File: src/rtl/core/ipte_pkg.sv
// ----------------------------------------------------------------------------
// ipte_pkg
// Types, constants and helpers shared by the IPv4 prefix store engine.
// ----------------------------------------------------------------------------
package ipte_pkg;

  localparam int ENTRIES   = 64;
  localparam int IDX_W     = $clog2(ENTRIES);
  localparam int PTR_W     = $clog2(ENTRIES + 1);
  localparam int KEY_W     = 32;
  localparam int LEN_W     = 6;
  localparam int VALUE_W   = 16;
  localparam int STATUS_W  = 3;
  localparam int CMD_W     = 2;
  localparam int MAX_LEN   = 32;
  localparam int NLEN      = MAX_LEN + 1;
  localparam int IN_DATA_W = 56;
  localparam int OUT_DATA_W = 32;

  localparam logic [CMD_W-1:0] CMD_SEARCH = 2'd0;
  localparam logic [CMD_W-1:0] CMD_ADD    = 2'd1;
  localparam logic [CMD_W-1:0] CMD_DELETE = 2'd2;

  localparam logic [STATUS_W-1:0] ST_MATCH     = 3'd0;
  localparam logic [STATUS_W-1:0] ST_NO_MATCH  = 3'd1;
  localparam logic [STATUS_W-1:0] ST_ADDED     = 3'd2;
  localparam logic [STATUS_W-1:0] ST_DELETED   = 3'd3;
  localparam logic [STATUS_W-1:0] ST_NOT_FOUND = 3'd4;
  localparam logic [STATUS_W-1:0] ST_FULL      = 3'd5;

  typedef enum logic [2:0] {
    S_IDLE,
    S_SWEEP,
    S_DRAIN,
    S_COMMIT,
    S_NOMATCH,
    S_SCAN,
    S_EMIT
  } state_t;

  typedef struct packed {
    logic [KEY_W-1:0]   key;
    logic [LEN_W-1:0]   len;
    logic [VALUE_W-1:0] value;
  } entry_t;

  typedef struct packed {
    logic                start;
    logic                sweep;
    logic                commit;
    logic                vread;
    logic                lvl_inc;
    logic                out_single;
    logic                out_match;
    logic [STATUS_W-1:0] single_status;
  } dp_cmd_t;

  typedef struct packed {
    logic sweep_done;
    logic req_search;
    logic req_add;
    logic any_hit;
    logic lvl_hit;
    logic is_last;
    logic found;
    logic free_found;
    logic out_free;
  } dp_status_t;

  function automatic logic [KEY_W-1:0] len_mask(input logic [LEN_W-1:0] len);
    len_mask = ~({KEY_W{1'b1}} >> len);
  endfunction

endpackage

File: src/rtl/core/ipte_ctrl.sv
// ----------------------------------------------------------------------------
// ipte_ctrl
// Sequencer for sweep, commit and result emission of the prefix engine.
// ----------------------------------------------------------------------------
module ipte_ctrl (
  input  logic                       clk,
  input  logic                       rst,
  input  logic                       in_valid,
  input  logic [ipte_pkg::CMD_W-1:0] in_command,
  output logic                       in_ready,
  input  ipte_pkg::dp_status_t       stat,
  output ipte_pkg::dp_cmd_t          cmd
);
  import ipte_pkg::*;

  state_t state, state_next;

  always_ff @(posedge clk) begin
    if (rst) begin
      state <= S_IDLE;
    end else begin
      state <= state_next;
    end
  end

  always_comb begin
    state_next = state;
    cmd        = '0;
    in_ready   = 1'b0;
    unique case (state)
      S_IDLE: begin
        in_ready = 1'b1;
        if (in_valid) begin
          cmd.start = 1'b1;
          if (in_command == CMD_SEARCH || in_command == CMD_ADD ||
              in_command == CMD_DELETE) begin
            state_next = S_SWEEP;
          end
        end
      end
      S_SWEEP: begin
        if (!stat.sweep_done) begin
          cmd.sweep = 1'b1;
        end else begin
          state_next = S_DRAIN;
        end
      end
      S_DRAIN: begin
        if (!stat.req_search) begin
          state_next = S_COMMIT;
        end else if (stat.any_hit) begin
          state_next = S_SCAN;
        end else begin
          state_next = S_NOMATCH;
        end
      end
      S_COMMIT: begin
        if (stat.out_free) begin
          cmd.commit     = 1'b1;
          cmd.out_single = 1'b1;
          if (stat.req_add) begin
            cmd.single_status = (stat.found || stat.free_found) ? ST_ADDED : ST_FULL;
          end else begin
            cmd.single_status = stat.found ? ST_DELETED : ST_NOT_FOUND;
          end
          state_next = S_IDLE;
        end
      end
      S_NOMATCH: begin
        if (stat.out_free) begin
          cmd.out_single    = 1'b1;
          cmd.single_status = ST_NO_MATCH;
          state_next        = S_IDLE;
        end
      end
      S_SCAN: begin
        if (stat.lvl_hit) begin
          cmd.vread  = 1'b1;
          state_next = S_EMIT;
        end else begin
          cmd.lvl_inc = 1'b1;
        end
      end
      S_EMIT: begin
        if (stat.out_free) begin
          cmd.out_match = 1'b1;
          if (stat.is_last) begin
            state_next = S_IDLE;
          end else begin
            cmd.lvl_inc = 1'b1;
            state_next  = S_SCAN;
          end
        end
      end
      default: state_next = S_IDLE;
    endcase
  end

endmodule

File: src/rtl/core/ipte_datapath.sv
// ----------------------------------------------------------------------------
// ipte_datapath
// Prefix store memory, sweep compare, hit collection and output register.
// ----------------------------------------------------------------------------
module ipte_datapath (
  input  logic                            clk,
  input  logic                            rst,
  input  logic [ipte_pkg::CMD_W-1:0]      in_command,
  input  logic [ipte_pkg::KEY_W-1:0]      in_key,
  input  logic [ipte_pkg::LEN_W-1:0]      in_len,
  input  logic [ipte_pkg::VALUE_W-1:0]    in_value,
  input  ipte_pkg::dp_cmd_t               cmd,
  output ipte_pkg::dp_status_t            stat,
  output logic                            out_valid,
  input  logic                            out_ready,
  output logic [ipte_pkg::STATUS_W-1:0]   out_status,
  output logic [ipte_pkg::VALUE_W-1:0]    out_value,
  output logic [ipte_pkg::LEN_W-1:0]      out_length,
  output logic                            out_last
);
  import ipte_pkg::*;

  entry_t                store_mem [ENTRIES];
  logic [ENTRIES-1:0]    valid;
  logic [VALUE_W-1:0]    vbuf [NLEN];

  logic [CMD_W-1:0]      req_cmd;
  logic [KEY_W-1:0]      req_addr;
  logic [KEY_W-1:0]      req_key;
  logic [LEN_W-1:0]      req_len;
  logic [VALUE_W-1:0]    req_value;

  logic [PTR_W-1:0]      sweep_ptr;
  logic                  rd_pending;
  entry_t                rd_data;
  logic [IDX_W-1:0]      rd_idx;
  logic                  found;
  logic [IDX_W-1:0]      found_idx;
  logic                  free_found;
  logic [IDX_W-1:0]      free_idx;
  logic [NLEN-1:0]       hits;
  logic [LEN_W-1:0]      lvl;
  logic [VALUE_W-1:0]    vrd;

  logic [LEN_W-1:0]      len_clamped;
  logic                  rd_valid;
  logic                  covers;
  logic                  exact;
  logic                  commit_write;
  logic [IDX_W-1:0]      commit_idx;

  assign len_clamped = (in_len > LEN_W'(MAX_LEN)) ? LEN_W'(MAX_LEN) : in_len;
  assign rd_valid    = rd_pending && valid[rd_idx];
  assign covers      = (rd_data.len <= LEN_W'(MAX_LEN)) &&
                       (rd_data.key == (req_addr & len_mask(rd_data.len)));
  assign exact       = (rd_data.len == req_len) && (rd_data.key == req_key);

  assign commit_write = cmd.commit && (req_cmd == CMD_ADD) && (found || free_found);
  assign commit_idx   = found ? found_idx : free_idx;

  always_ff @(posedge clk) begin
    if (cmd.sweep) begin
      rd_data <= store_mem[sweep_ptr[IDX_W-1:0]];
    end
    if (commit_write) begin
      store_mem[commit_idx] <= '{key: req_key, len: req_len, value: req_value};
    end
  end

  always_ff @(posedge clk) begin
    if (rd_valid && req_cmd == CMD_SEARCH && covers) begin
      vbuf[rd_data.len] <= rd_data.value;
    end
    if (cmd.vread) begin
      vrd <= vbuf[lvl];
    end
  end

  always_ff @(posedge clk) begin
    if (rst) begin
      valid <= '0;
    end else if (cmd.commit) begin
      if (req_cmd == CMD_ADD && (found || free_found)) begin
        valid[commit_idx] <= 1'b1;
      end else if (req_cmd == CMD_DELETE && found) begin
        valid[found_idx] <= 1'b0;
      end
    end
  end

  always_ff @(posedge clk) begin
    if (rst) begin
      rd_pending <= 1'b0;
      sweep_ptr  <= '0;
    end else begin
      rd_pending <= cmd.sweep;
      if (cmd.start) begin
        sweep_ptr <= '0;
      end else if (cmd.sweep) begin
        sweep_ptr <= sweep_ptr + PTR_W'(1);
      end
    end
  end

  always_ff @(posedge clk) begin
    if (cmd.sweep) begin
      rd_idx <= sweep_ptr[IDX_W-1:0];
    end
    if (cmd.start) begin
      req_cmd    <= in_command;
      req_addr   <= in_key;
      req_len    <= len_clamped;
      req_key    <= in_key & len_mask(len_clamped);
      req_value  <= in_value;
      found      <= 1'b0;
      free_found <= 1'b0;
      hits       <= '0;
      lvl        <= '0;
    end else begin
      if (rd_pending) begin
        if (!valid[rd_idx] && !free_found) begin
          free_found <= 1'b1;
          free_idx   <= rd_idx;
        end
        if (rd_valid && req_cmd != CMD_SEARCH && exact) begin
          found     <= 1'b1;
          found_idx <= rd_idx;
        end
        if (rd_valid && req_cmd == CMD_SEARCH && covers) begin
          hits[rd_data.len] <= 1'b1;
        end
      end
      if (cmd.lvl_inc) begin
        lvl <= lvl + LEN_W'(1);
      end
    end
  end

  always_ff @(posedge clk) begin
    if (rst) begin
      out_valid <= 1'b0;
    end else if (cmd.out_single || cmd.out_match) begin
      out_valid <= 1'b1;
    end else if (out_ready) begin
      out_valid <= 1'b0;
    end
  end

  always_ff @(posedge clk) begin
    if (cmd.out_single) begin
      out_status <= cmd.single_status;
      out_value  <= '0;
      out_length <= '0;
      out_last   <= 1'b1;
    end else if (cmd.out_match) begin
      out_status <= ST_MATCH;
      out_value  <= vrd;
      out_length <= lvl;
      out_last   <= stat.is_last;
    end
  end

  assign stat.sweep_done = (sweep_ptr == PTR_W'(ENTRIES));
  assign stat.req_search = (req_cmd == CMD_SEARCH);
  assign stat.req_add    = (req_cmd == CMD_ADD);
  assign stat.any_hit    = |hits;
  assign stat.lvl_hit    = hits[lvl];
  assign stat.is_last    = ((hits >> lvl) == NLEN'(1));
  assign stat.found      = found;
  assign stat.free_found = free_found;
  assign stat.out_free   = !out_valid || out_ready;

endmodule

File: src/rtl/core/ipv4_prefix_trie_engine_top.sv
// ----------------------------------------------------------------------------
// ipv4_prefix_trie_engine_top
// IPv4 prefix store with all-covering-prefix search, add and delete.
// ----------------------------------------------------------------------------
//  channel | dir | fields
//  s_*     | in  | tdata: command[1:0] address_key[33:2] prefix_length[39:34]
//          |     |        entry_value[55:40]
//  m_*     | out | tdata: status[2:0] match_value[18:3] match_length[24:19];
//          |     | tlast: last
//
//  Each item sweeps all 64 store entries through one memory read port,
//  then add/delete commits and a search emits one result per covering
//  prefix length, shortest first. Reset marks every entry invalid at once.
//  A stalled output holds the sequencer; a new item is taken once the
//  previous one has emitted all.
// ----------------------------------------------------------------------------
module ipv4_prefix_trie_engine_top (
  input  logic                                clk,
  input  logic                                rst,
  input  logic                                s_tvalid,
  output logic                                s_tready,
  input  logic [ipte_pkg::IN_DATA_W-1:0]      s_tdata,   // command, address_key, prefix_length, entry_value
  output logic                                m_tvalid,
  input  logic                                m_tready,
  output logic [ipte_pkg::OUT_DATA_W-1:0]     m_tdata,   // status, match_value, match_length, zero fill
  output logic                                m_tlast
);
  import ipte_pkg::*;

  dp_cmd_t             cmd;
  dp_status_t          stat;
  logic [STATUS_W-1:0] out_status;
  logic [VALUE_W-1:0]  out_value;
  logic [LEN_W-1:0]    out_length;

  ipte_ctrl u_ctrl (
    .clk        (clk),
    .rst        (rst),
    .in_valid   (s_tvalid),
    .in_command (s_tdata[1:0]),
    .in_ready   (s_tready),
    .stat       (stat),
    .cmd        (cmd)
  );

  ipte_datapath u_datapath (
    .clk        (clk),
    .rst        (rst),
    .in_command (s_tdata[1:0]),
    .in_key     (s_tdata[33:2]),
    .in_len     (s_tdata[39:34]),
    .in_value   (s_tdata[55:40]),
    .cmd        (cmd),
    .stat       (stat),
    .out_valid  (m_tvalid),
    .out_ready  (m_tready),
    .out_status (out_status),
    .out_value  (out_value),
    .out_length (out_length),
    .out_last   (m_tlast)
  );

  assign m_tdata = {7'd0, out_length, out_value, out_status};

endmodule

File: config.mk
export PLATFORM = sky130hd
export DESIGN_NAME = ipv4_prefix_trie_engine_top
export DESIGN_NICKNAME = d
export VERILOG_FILES = /design/src/rtl/core/ipte_pkg.sv /design/src/rtl/core/ipte_ctrl.sv /design/src/rtl/core/ipte_datapath.sv /design/src/rtl/core/ipv4_prefix_trie_engine_top.sv
export SDC_FILE = /design/constraint.sdc
export NUM_CORES = 2
export LEC_CHECK = 0
export BUFFER_PORTS_ARGS = -buffer_cell sky130_fd_sc_hd__buf_2
export CAP_MARGIN = 20
export CORE_MARGIN = 5
export CORE_UTILIZATION = 45
export CTS_BUF_LIST = sky130_fd_sc_hd__clkbuf_16
export DETAILED_ROUTE_END_ITERATION = 10
export GPL_ROUTABILITY_DRIVEN = 0
export HOLD_SLACK_MARGIN = 0.12
export SYNTH_ARGS = -nofsm -noshare
export SYNTH_HDL_FRONTEND = slang
export SYNTH_SLANG_ARGS = --single-unit
File: constraint.sdc
create_clock -name clk -period 27.5 [get_ports clk]
set_input_delay 1.375 -clock clk [delete_from_list [all_inputs] [get_ports clk]]
set_output_delay 1.375 -clock clk [all_outputs]
set_load 0.05 [all_outputs]
# After elaboration in Yosys (flattened, before gate mapping)
# Memories as Yosys holds them, arrays and structs flattened. A register that Yosys moved wholly into a read port is not among the register bits.
# Index checks and enable logic that the tools add are counted.
# totals
ram_bits	3984
ff_bits	249
word_cells	161
n_memories	2
output_inout_bits	35
# memory_table
memory	words	word_bits	read_ports	rd_clocked_by_memory_dff	wr	line_no	rtl
u_datapath.store_mem	64	54	1	1	1	ipte_datapath.sv:23	entry_t store_mem [ENTRIES];
u_datapath.vbuf	33	16	1	1	1	ipte_datapath.sv:25	logic [VALUE_W-1:0] vbuf [NLEN];
# op_classes
eq_ne	21
bitwise_logic	9
n_lt_le_gt_ge	10
reduce_logical	40
muxes	53
shifts	3
n_addsub	2
# ops
operator	count
two-way mux 64 bit	2
AND 32 bit	2
AND 64 bit	1
equality test 32 bit	2
inverter 32 bit	2
inverter 64 bit	1
bitwise OR 64 bit	1
right shift 32 x 6 -> 32 bit (first input constant)	2
two-way mux 3 bit	14
< comparator 6 x 7 -> 1 bit (second input constant)	5
equality test 33 x 1 -> 1 bit (second input constant)	1
bitwise OR 33 bit	1
OR reduction 33 bit	1
right shift 33 x 6 -> 33 bit	1
two-way mux 1 bit	27
demux 1 bit (select 6 bit)	3
>= comparator 6 x 1 -> 1 bit (second input constant)	3
case mux 3 bit (6 select lines)	1
logical AND 1 bit	15
binary-select mux 1 bit (select 6 bit)	2
two-way mux 6 bit	2
equality test 3 bit (second input constant)	3
AND reduction 2 bit	4
nonzero test 2 bit	4
22 further kinds	38

# Longest topological paths before layout
# logic_depth
ltp_word	8
ltp_mapped	13
depth_no_buf	10

# Hierarchy
# Synthesis repeated with hierarchy kept, for this count alone.
# hier_totals
hier_cells	7328
area_unflattened_um2	166240.7
# modules_own_cells
mod	cells_per_inst	seq_area_each_um2	area_per_inst_um2	n_inst
ipte_datapath	7262	127752.5	165737.7	1
ipte_ctrl	58	60.1	446.7	1
ipv4_prefix_trie_engine_top	8	0.0	56.3	1

# Worst setup path after synthesis
# Ideal clock, no wire load.
# synth_timing
path_type	register to register
startpoint	register u_datapath.sweep_ptr[0]
endpoint	register u_datapath.sweep_ptr[5]
t_arrival_ps	8561
setup_slack_ps	18868
setup_ps	71
path_buffers	4
period_less_slack_ps	8632
path_stages_with_launch	11
path_cell_list	dfxtp_1 -> clkbuf_1 -> buf_2 -> clkbuf_1 -> buf_1 -> inv_1 -> ha_1 -> a311oi_1 -> nand4_1 -> or3_1 -> a21oi_1
# synth_rtl
element	line_no	rtl
start, declared	ipte_datapath.sv:33	logic [PTR_W-1:0] sweep_ptr;
start signal, assigned	ipte_datapath.sv:100	sweep_ptr <= sweep_ptr + PTR_W'(1);

# Worst setup path in the final report
# layout_timing
startpoint	register u_datapath.sweep_ptr[0]
endpoint	register u_datapath.rd_data[28] (netlist name)
# layout_via
elab_chain_len	3
# layout_lines
element	line_no	rtl
equality test 7 bit	ipte_datapath.sv:163	assign stat.sweep_done = (sweep_ptr == PTR_W'(ENTRIES));
two-way mux 1 bit	ipte_ctrl.sv:42	if (!stat.sweep_done) begin
two-way mux 1 bit	ipte_ctrl.sv:30	unique case (state)
# Parallel ways exist; a longest one is shown, timed or not.
# A chain may end at the register's enable or synchronous reset.

==> flow_metrics.env <==
export IMPL_drc=0
export IMPL_yosys_top_cells_count="edfxtp_1, mux4_2, clkbuf_1"
export IMPL_dpl_hpwl_um=250000
export IMPL_cp_data_required_time_ns=28.21
export IMPL_yosys_warnings=0
export IMPL_die_h_um=615
export IMPL_fin_crit_sh=0.239
export IMPL_grt_max_degree=152
export IMPL_worst_pin_slew_ns=1.31
export IMPL_routed_wirelength_um=460000
export IMPL_cts_max_level=5
export IMPL_p_leak_nw=56.4
export IMPL_peakVddDrop_uv=57.6
export IMPL_cts_buffers=436
export IMPL_hold_viol=0
export IMPL_area_growth_pct=13.3
export IMPL_dpl_cell_count=11800
export IMPL_die_area_um2=379000
export IMPL_slew_headroom=0.130
export IMPL_fmax_mhz=152
export IMPL_synth_seq_cells=4303
export IMPL_path_clk_slew_ns=0.06
export IMPL_maxSlewViolCount=0
export IMPL_crit_arrival_ns=7.29
export IMPL_antenna_left=0
export IMPL_min_from="u_datapath.out_length[4]$_SDFFE_PP0P_"
export IMPL_post_synth_top_area_fraction=0.758
export IMPL_hold_class="flop to flop"
export IMPL_status="finished, final reports clean"
export IMPL_post_place_ws_ns=20.69
export IMPL_r2r_end="u_datapath.rd_data[28]$_DFFE_PP_"
export IMPL_via_per_inst=6.30
export IMPL_drive_gt1_frac=0.311
export IMPL_die_x_um=615
export IMPL_synth_largest_area_cell="edfxtp_1"
export IMPL_cts_resized_gates=0
export IMPL_synth_edf_count=4163
export IMPL_gr_usage_all_layers=0.239
export IMPL_fin_cells=12600
export IMPL_vias=79300
export IMPL_crit_path_end_kind="flop"
export IMPL_grt_pass1_vias=79400
export IMPL_grt_first_pass_wirelength_um=638000
export IMPL_firstDrtPassIters=8
export IMPL_setup_tns_final_ns=0
export IMPL_synth_area_um2=165000
export IMPL_syn_area_per_cell_um2=23.6
export IMPL_n_fill_cell=28100
export IMPL_yosys_top_cells_area="edfxtp_1, mux4_2, dfxtp_1"
export IMPL_cts_tree="yes"
export IMPL_worstPathMaxFanout=90
export IMPL_avgRoutedWirePerCell_um=36.5
export IMPL_first_iter_violations=10700
export IMPL_path_class="flop to flop"
export IMPL_gr_total_overflow=0
export IMPL_r2r_cells=8
export IMPL_cts_buffer_depth=4
export IMPL_ys_flop_type="edfxtp_1"
export IMPL_yosysMostFrequentCell="edfxtp_1"
export IMPL_port_buffers=87
export IMPL_final_min_clock_period_ns=6.57
export IMPL_rsz0062_at_grt="false"
export IMPL_antenna_found_initial=23
export IMPL_setup_viol=0
export IMPL_clockRootBuffer="clkbuf_16"
export IMPL_start_kind="flop"
export IMPL_reg2reg_slack_ns=20.93
export IMPL_num_rows=222
export IMPL_drv_cap=0
export IMPL_ys_seq_area_frac=0.775
export IMPL_cts_setup_buffers=0
export IMPL_core_area_um2=365000
export IMPL_pin_count=95
export IMPL_async_flop_share=0
export IMPL_clock_sinks=4303
export IMPL_multi_input_area_um2=36100
export IMPL_seqCellArea_um2=128000
export IMPL_hold_buffers=0
export IMPL_clkLatencyLatePin_ns=0.98
export IMPL_setup_ws_ns=20.93
export IMPL_clock_skew_ns=0.0569
export IMPL_ys_types=77
export IMPL_powerDensity_nw_per_um2=79.6
export IMPL_r2r_start="u_datapath.sweep_ptr[0]$_SDFFE_PP0P_"
export IMPL_final_nets=7478
export IMPL_min_path_cells=2
export IMPL_finalPower_mw=14.9
export IMPL_whs_endpoint="u_datapath.out_length[4]$_SDFFE_PP0P_"
export IMPL_initial_core_util=0.452
export IMPL_syn_inst=6982
## per-stage QoR
stage	hold WS [ns]	util	cell area [um2]
detailed placement	0.446	0.474	173000
global placement	0.442	0.472	173000
floorplan	0.406	-	165000
global route	0.474	0.511	187000
CTS	0.454	0.511	187000
finish	0.450	0.511	187000
## placed cells by master, fill, tap and decap left out, types with 36 or more instances in the layout
cell type	count
dfxtp_1	132
clkinv_1	101
mux4_2	1325
nor2_1	114
clkinv_2	76
edfxtp_1	4163
buf_4	247
clkbuf_16	444
o21a_1	46
inv_1	128
a211oi_1	58
o21ai_0	57
nand2_1	124
mux2i_1	36
buf_2	87
xor2_1	53
nor2_4	61
a21oi_1	55
## how the worst max path moves through the flow
stage	to	startpoint	cells past startpoint	slack [ns]
finish	u_datapath.rd_data[28]$_DFFE_PP_	u_datapath.sweep_ptr[0]$_SDFFE_PP0P_	8	20.93
global route	u_datapath.rd_data[25]$_DFFE_PP_	u_datapath.sweep_ptr[0]$_SDFFE_PP0P_	8	20.20
CTS	u_datapath.rd_data[28]$_DFFE_PP_	u_datapath.sweep_ptr[0]$_SDFFE_PP0P_	8	20.68
detailed placement	u_datapath.rd_data[28]$_DFFE_PP_	u_datapath.sweep_ptr[0]$_SDFFE_PP0P_	8	20.69
global placement	u_datapath.rd_data[27]$_DFFE_PP_	u_datapath.sweep_ptr[0]$_SDFFE_PP0P_	8	20.71
floorplan	u_datapath.sweep_ptr[5]$_SDFFE_PP0P_	u_datapath.sweep_ptr[0]$_SDFFE_PP0P_	10	18.87
## report_power, final
part / internal, mW / switching, mW
registers: 7.57 / 0.0829
clock network: 3.22 / 2.49
logic: 0.585 / 0.921
## logic make-up after synthesis
family                     synth area share
other                             0.0000227
xor gates and xnor gates            0.00345
AOI/OAI and AO/OA                    0.0133
DFF                                   0.775
muxes                                 0.184
and+or+nand+nor                      0.0144
adders and majority gates          0.000531
buffers and inverters               0.00946
## critical path, cell delays in order, from the launching register on
cell and delay, ns:
dfxtp_4 0.72, buf_12 0.54, buf_4 0.77, buf_4 0.82
buf_4 0.68, buf_4 0.82, mux4_2 0.61, mux4_2 0.52
mux4_2 0.46
## state kept, by name, summed over array words and instances (netlist names), 7 cells and up
register	count
u_datapath.out_value	16
u_datapath.hits	33
u_datapath.vbuf	528
u_datapath.sweep_ptr	7
u_datapath.store_mem	3456
u_datapath.vrd	16
u_datapath.rd_data	54
u_datapath.req_key	32
u_datapath.valid	64
u_datapath.req_addr	32
u_datapath.req_value	16
## per-layer routing
layer  up-vias  GRT usage  part of all wire
li1      30900          -                 -
met5         -          0          0.000028
met1     43400      0.341              0.40
met4         2     0.0891             0.043
met3       825     0.0402             0.087
met2      4169      0.376              0.47
## layout make-up
cell class,count,area share
antenna,1,0.0000134
clock buffer,444,0.0595
clock inverter,356,0.0141
inverter,29,0.000636
multi-input combinational,2279,0.194
sequential,4303,0.684
tap,4816,0.0323
timing repair buffer,362,0.0156
Note: power is estimated with default switching activity, not from simulation.
